--- config.mk ---
export PLATFORM = sky130hd
export DESIGN_NAME = bpt_cell
export DESIGN_NICKNAME = d
export VERILOG_FILES = /design/src/rtl/bpt_pkg.sv /design/src/rtl/bpt_cell.sv
export SDC_FILE = /design/constraint.sdc
export NUM_CORES = 1
export LEC_CHECK = 0
export BUFFER_PORTS_ARGS = -buffer_cell sky130_fd_sc_hd__buf_2
export CAP_MARGIN = 20
export CORE_MARGIN = 5
export CORE_UTILIZATION = 40
export CTS_BUF_LIST = sky130_fd_sc_hd__clkbuf_4
export CTS_CLUSTER_DIAMETER = 150
export DETAILED_ROUTE_END_ITERATION = 10
export GPL_TIMING_DRIVEN = 0
export PLACE_DENSITY = 0.61
export SETUP_SLACK_MARGIN = 0.02
export SLEW_MARGIN = 40
export SYNTH_ARGS = -nofsm -noshare
export SYNTH_HDL_FRONTEND = slang
export SYNTH_SLANG_ARGS = --single-unit
--- constraint.sdc ---
create_clock -name clock -period 14.2 [get_ports clock]
set_input_delay 0 -clock clock [delete_from_list [all_inputs] [get_ports clock]]
set_output_delay 0 -clock clock [all_outputs]
set_load 0.05 [all_outputs]
--- src/rtl/bpt_pkg.sv ---
`timescale 1ns / 1ps

package bpt_pkg;

   // Item kinds carried on req_tuser.
   localparam logic [1:0] KIND_QUERY   = 2'd0;
   localparam logic [1:0] KIND_FAIL    = 2'd1;
   localparam logic [1:0] KIND_SUCCESS = 2'd2;

   // Configuration register indexes.
   localparam logic CSR_BASE_DELAY = 1'b0;
   localparam logic CSR_MAX_DELAY  = 1'b1;

   localparam logic [15:0] BASE_DELAY_RESET = 16'd30;
   localparam logic [15:0] MAX_DELAY_RESET  = 16'd3600;

   // Token that walks down the row of cells, one cell per cycle while the row is not stalled.
   typedef struct packed {
      logic        valid;
      logic [1:0]  kind;
      logic [31:0] addr;
      logic [31:0] now;
      logic        done;
      logic        hit;
      logic        blocked;
      logic [15:0] delay;
      logic        stored;
   } tok_type;

   // Penalty for a given failure count: min(base << (count-1), max).
   // The caller passes shift = count-1 split into its low four bits and a
   // flag that is set when the shift is sixteen or more.
   function automatic logic [15:0] penalty(input logic [15:0] base,
                                           input logic [15:0] max_d,
                                           input logic [3:0]  shift,
                                           input logic        big);
      logic [30:0] d;
      d = {15'd0, base} << shift;
      if (base == 16'd0) begin
         penalty = 16'd0;
      end else if (big) begin
         penalty = max_d;
      end else if (d > {15'd0, max_d}) begin
         penalty = max_d;
      end else begin
         penalty = d[15:0];
      end
   endfunction

endpackage

--- src/rtl/bpt_cell.sv ---
`timescale 1ns / 1ps

// One table entry. The token from the previous cell is examined, the entry
// is updated when the token claims it, and the token moves on registered.
module bpt_cell #(
   parameter int FAIL_COUNT_BITS = 8
) (
   input  logic              clock,
   input  logic              reset,
   input  logic              adv,
   input  logic [15:0]       base_delay,
   input  logic [15:0]       max_delay,
   input  bpt_pkg::tok_type  tok_i,
   output bpt_pkg::tok_type  tok_o
);

   localparam logic [FAIL_COUNT_BITS-1:0] FailMax = '1;

   logic                        used_ff;
   logic [31:0]                 addr_ff;
   logic [32:0]                 until_ff;
   logic [FAIL_COUNT_BITS-1:0]  fails_ff;
   bpt_pkg::tok_type            tok_ff;

   bpt_pkg::tok_type            tok_in;
   logic                        write_fail;
   logic                        write_clear;
   logic                        match;
   logic                        claim;
   logic [FAIL_COUNT_BITS-1:0]  cnt_old;
   logic [FAIL_COUNT_BITS-1:0]  cnt_new;
   logic [FAIL_COUNT_BITS-1:0]  shift;
   logic                        big;
   logic [15:0]                 pen;
   logic [32:0]                 until_new;

   // Lookup against this entry; only the first match along the row claims.
   assign match = used_ff && (addr_ff == tok_i.addr);
   assign claim = tok_i.valid && !tok_i.done;

   // Saturating count and the penalty that follows from it.
   assign cnt_old   = match ? fails_ff : '0;
   assign cnt_new   = (cnt_old == FailMax) ? FailMax : cnt_old + 1'b1;
   assign shift     = cnt_new - 1'b1;
   assign big       = shift > FAIL_COUNT_BITS'(15);
   assign pen       = bpt_pkg::penalty(base_delay, max_delay, shift[3:0], big);
   assign until_new = {1'b0, tok_i.now} + {17'd0, pen};

   always_comb begin
      tok_in      = tok_i;
      write_fail  = 1'b0;
      write_clear = 1'b0;
      unique case (tok_i.kind)
         bpt_pkg::KIND_QUERY: begin
            if (claim && match) begin
               tok_in.done    = 1'b1;
               tok_in.hit     = 1'b1;
               tok_in.blocked = {1'b0, tok_i.now} < until_ff;
            end
         end
         bpt_pkg::KIND_FAIL: begin
            // An unused cell follows all used ones, so it is the append slot.
            if (claim && (match || !used_ff)) begin
               tok_in.done   = 1'b1;
               tok_in.hit    = match;
               tok_in.delay  = pen;
               tok_in.stored = 1'b1;
               write_fail    = 1'b1;
            end
         end
         bpt_pkg::KIND_SUCCESS: begin
            if (claim && match) begin
               tok_in.done = 1'b1;
               tok_in.hit  = 1'b1;
               write_clear = fails_ff != '0;
            end
         end
         default: begin
            tok_in = tok_i;
         end
      endcase
   end

   // Entry state; only the used flag needs a reset.
   always_ff @(posedge clock) begin
      if (reset) begin
         used_ff <= 1'b0;
      end else if (adv && write_fail) begin
         used_ff <= 1'b1;
      end
   end

   always_ff @(posedge clock) begin
      if (adv && write_fail) begin
         addr_ff  <= tok_i.addr;
         fails_ff <= cnt_new;
         until_ff <= until_new;
      end else if (adv && write_clear) begin
         fails_ff <= '0;
         until_ff <= '0;
      end
   end

   // Token hand-off to the next cell.
   always_ff @(posedge clock) begin
      if (reset) begin
         tok_ff.valid <= 1'b0;
      end else if (adv) begin
         tok_ff <= tok_in;
      end
   end

   assign tok_o = tok_ff;

endmodule

==> results.txt <==
area of the die: 27500 um2
sequential area share after synthesis: 49.5%
# clock sinks: 161
area grow syn2layout: 29.8%
Power Density: 87.2 nW/um2
fmax: 84.3 MHz
setup TNS: 0 ns
GRT Overall Usage: 19.2%
Worst-path clk slew: 0.17 ns
pin count of the biggest net entering global routing: 36
Hold Crit Start: max_delay[4]
CTS tree: built
FP Rows: 57
H-tree levels: 4
hold path depth: 4
R2R setup slack: 2.34 ns
Worst Tran Pin Value: 0.761 ns
switching share of power: 32.9%
Synth Area in Simple Gates: 15.3%
Die H: 166 um
EDFF count, synth: 159
Synth Area in Compound Gates: 13.0%
Adder-Cell Fraction of Synth Area: 8.44%
Post CTS Setup Buffer Count: 0
Netlist cell types: 75
Initial DRC Count: 528
critical setup path kind: register to register
CTS Buf Count: 17
slowest cell on the critical path: a41oi_1
Syn Std Cell Area: 9730 um2
Core ar.: 24100 um2
Critical Path Max Stage Delay: 0.70 ns
DR vias/cell: 5.19
Internal: 738 uW
most frequent cells after synthesis: edfxtp_1 (159), ha_1 (64), inv_1 (61)
initial antenna violation count: 3
area post-placement: 11300 um2
dpl cells: 1410
Req. time, crit path: 14.50 ns
crit share post-route: 83.5%
worst vdd ir: 0.0523 mV
Lkg Pwr: 5.20 nW
Final Max Tran Viols: 0
Hold Fails Final Rpt: 0
R2R depth: 47
xor/xnor cell area share of the yosys netlist: 5.58%
mux share of post-synthesis cell area: 4.04%
launch point of the worst reg-to-reg path: addr_ff[10]
CP startpoint kind: register
P_sw: 362 uW
clock skew: 0.0308 ns
CTS max path bufs: 2
endpoints failing setup: 0
gr ovfl total: 0
non-filler cells in the finished layout: 1545
cell type with the largest total area after synthesis: edfxtp_1
setup ws final: 2.34 ns
Final ANT Viol Nets: 0
largest family of logic cells by synthesized area: simple AND/OR/NAND/NOR gates
RSZ-0062 raised after global routing: false
Synth top area share: 49.1%
Yosys reg bits: 161
Final min period: 11.86 ns
Reg power frac: 49.5%
final instance area: 12600 um2
Rel. slew slack: 48.6%
layout cells sized above 1: 24.6%
PortBufs: 208
most frequent cell after synthesis: edfxtp_1
Die Wd: 166 um
Critical Path AT: 12.16 ns
Nets: 1394
worst-skew pair later-pin latency: 0.57 ns
Routed WL: 26900 um
crit end category: register
routability cong.: 0.908
First-pass DRT Iterations: 4
Post-Place Setup Slack: 2.45 ns
total number of vias: 8016
Hold Crit Endpoint: tok_o[5]
Crit Reg-Reg Endpoint: until_ff[24]
post-detail-place hpwl: 20200 um
number of global-route vias before repair: 7826
Synth Flop Type: edfxtp_1
Hold WC Path Type: input pin to register
initial core utilization: 40.4%
Routed WL per cell: 17.4 um
synth top area cells: edfxtp_1 (49%), ha_1 (8.2%), xnor2_1 (4.7%)
status: completed
ys async rst share: 0%
DRC: 0
critical path peak fanout: 10
Mapped Avg Cell Area: 11.2 um2
Clock Tree Root: clkbuf_4
first-pass GRT wire length: 42600 um
clock share of power: 25.3%
crit-path most repeated cell: ha_1
MaxCap Viol Count: 0
io pins: 209
YS warnings: 0
Comb power frac: 25.2%
syn nets: 1059
Post-Syn Instances: 872
worst max-delay path, delay by kind of cell (launching register included):
| family | cells | cell delay [ns] |
|---|---|---|
| AOI/OAI and AO/OA | 17 | 3.82 |
| xor gates and xnor gates | 2 | 0.36 |
| adders and majority gates | 5 | 1.43 |
| buffers and inverters | 8 | 2.09 |
| DFF | 1 | 0.42 |
| muxes | 1 | 0.63 |
| and+or+nand+nor | 14 | 2.85 |
worst max-delay path by stage:
stage,start,endpoint,cells past startpoint
CTS,addr_ff[10],until_ff[24],47
global route,addr_ff[8],until_ff[26],47
finish,addr_ff[10],until_ff[24],47
floorplan,addr_ff[14],until_ff[24],47
detailed placement,addr_ff[10],until_ff[24],47
global placement,addr_ff[8],until_ff[24],47
repair_timing:
| action | CTS | global route |
|---|---|---|
| hold buffers | 102 | 0 |
| gates resized for setup | 0 | 0 |
| endpoints found under the hold margin | 185 | 0 |
layout make-up:
| cell class | count | area (um2) |
|---|---|---|
| tap | 324 | 405 |
| buffer | 31 | 160 |
| clock inverter | 15 | 149 |
| inverter | 62 | 240 |
| antenna | 1 | 2.50 |
| timing repair buffer | 316 | 2190 |
| fill | 2182 | 11500 |
| clock buffer | 17 | 128 |
| sequential | 161 | 4810 |
| multi-input combinational | 618 | 4530 |
per-layer routing:
| layer | up-vias | track usage, % | part of all wire, % |
|---|---|---|---|
| met3 | 31 | 4.74 | 6.0 |
| met4 | 4 | 4.66 | 1.4 |
| met2 | 268 | 31.6 | 47 |
| li1 | 3962 | - | - |
| met5 | - | 0 | 0.078 |
| met1 | 3751 | 25.8 | 45 |
cells in the final DEF, fill, tap and decap left out, drive strengths merged, types with 8 or more instances in the layout:
master       netlist  layout
a21o              20      20
a21oi             61      61
and3              13      13
buf               15     229
clkbuf            16      33
dlygate4sd3        0     102
edfxtp           159     159
ha                64      64
inv               62      69
mux2i             28      28
nand2             56      56
nand3             39      39
nand4             23      23
nor2              55      55
nor2b              8       8
nor3              29      29
nor4              12      12
o2111ai            9       9
o211ai             8       8
o21ai             37      37
xnor2             52      52
xor2              10      10
registers in the layout, indices dropped and copies added, names as in the netlist:
register / flops
tok_o: 87
fails_ff: 8
addr_ff: 32
until_ff: 33
used_ff: 1
kinds of logic after synthesis:
family	after synthesis
AOI/OAI and AO/OA	185
xor gates and xnor gates	62
adders and majority gates	65
buffers and inverters	93
DFF	161
muxes	34
and+or+nand+nor	272
power groups by stage:
| stage | registers (mW) | logic [mW] | clock network (mW) |
|---|---|---|---|
| 2_1_floorplan | 0.613 | 0.117 | 0 |
| 3_3_place_gp | 0.557 | 0.248 | 0 |
| 3_5_place_dp | 0.555 | 0.254 | 0 |
| 4_1_cts | 0.544 | 0.278 | 0.291 |
| 5_1_grt | 0.546 | 0.302 | 0.313 |
| 6_report | 0.544 | 0.277 | 0.279 |
per-stage QoR:
step | util, % | total power [mW] | hold slack [ns]
floorplan | - | 0.729 | 0.0691
global placement | 46.4 | 0.805 | 0.209
detailed placement | 47.0 | 0.809 | 0.224
CTS | 52.3 | 1.11 | 0.0522
global route | 52.4 | 1.16 | 0.0844
finish | 52.4 | 1.10 | 0.117
No activity file was read; power rests on OpenSTA's default activity.
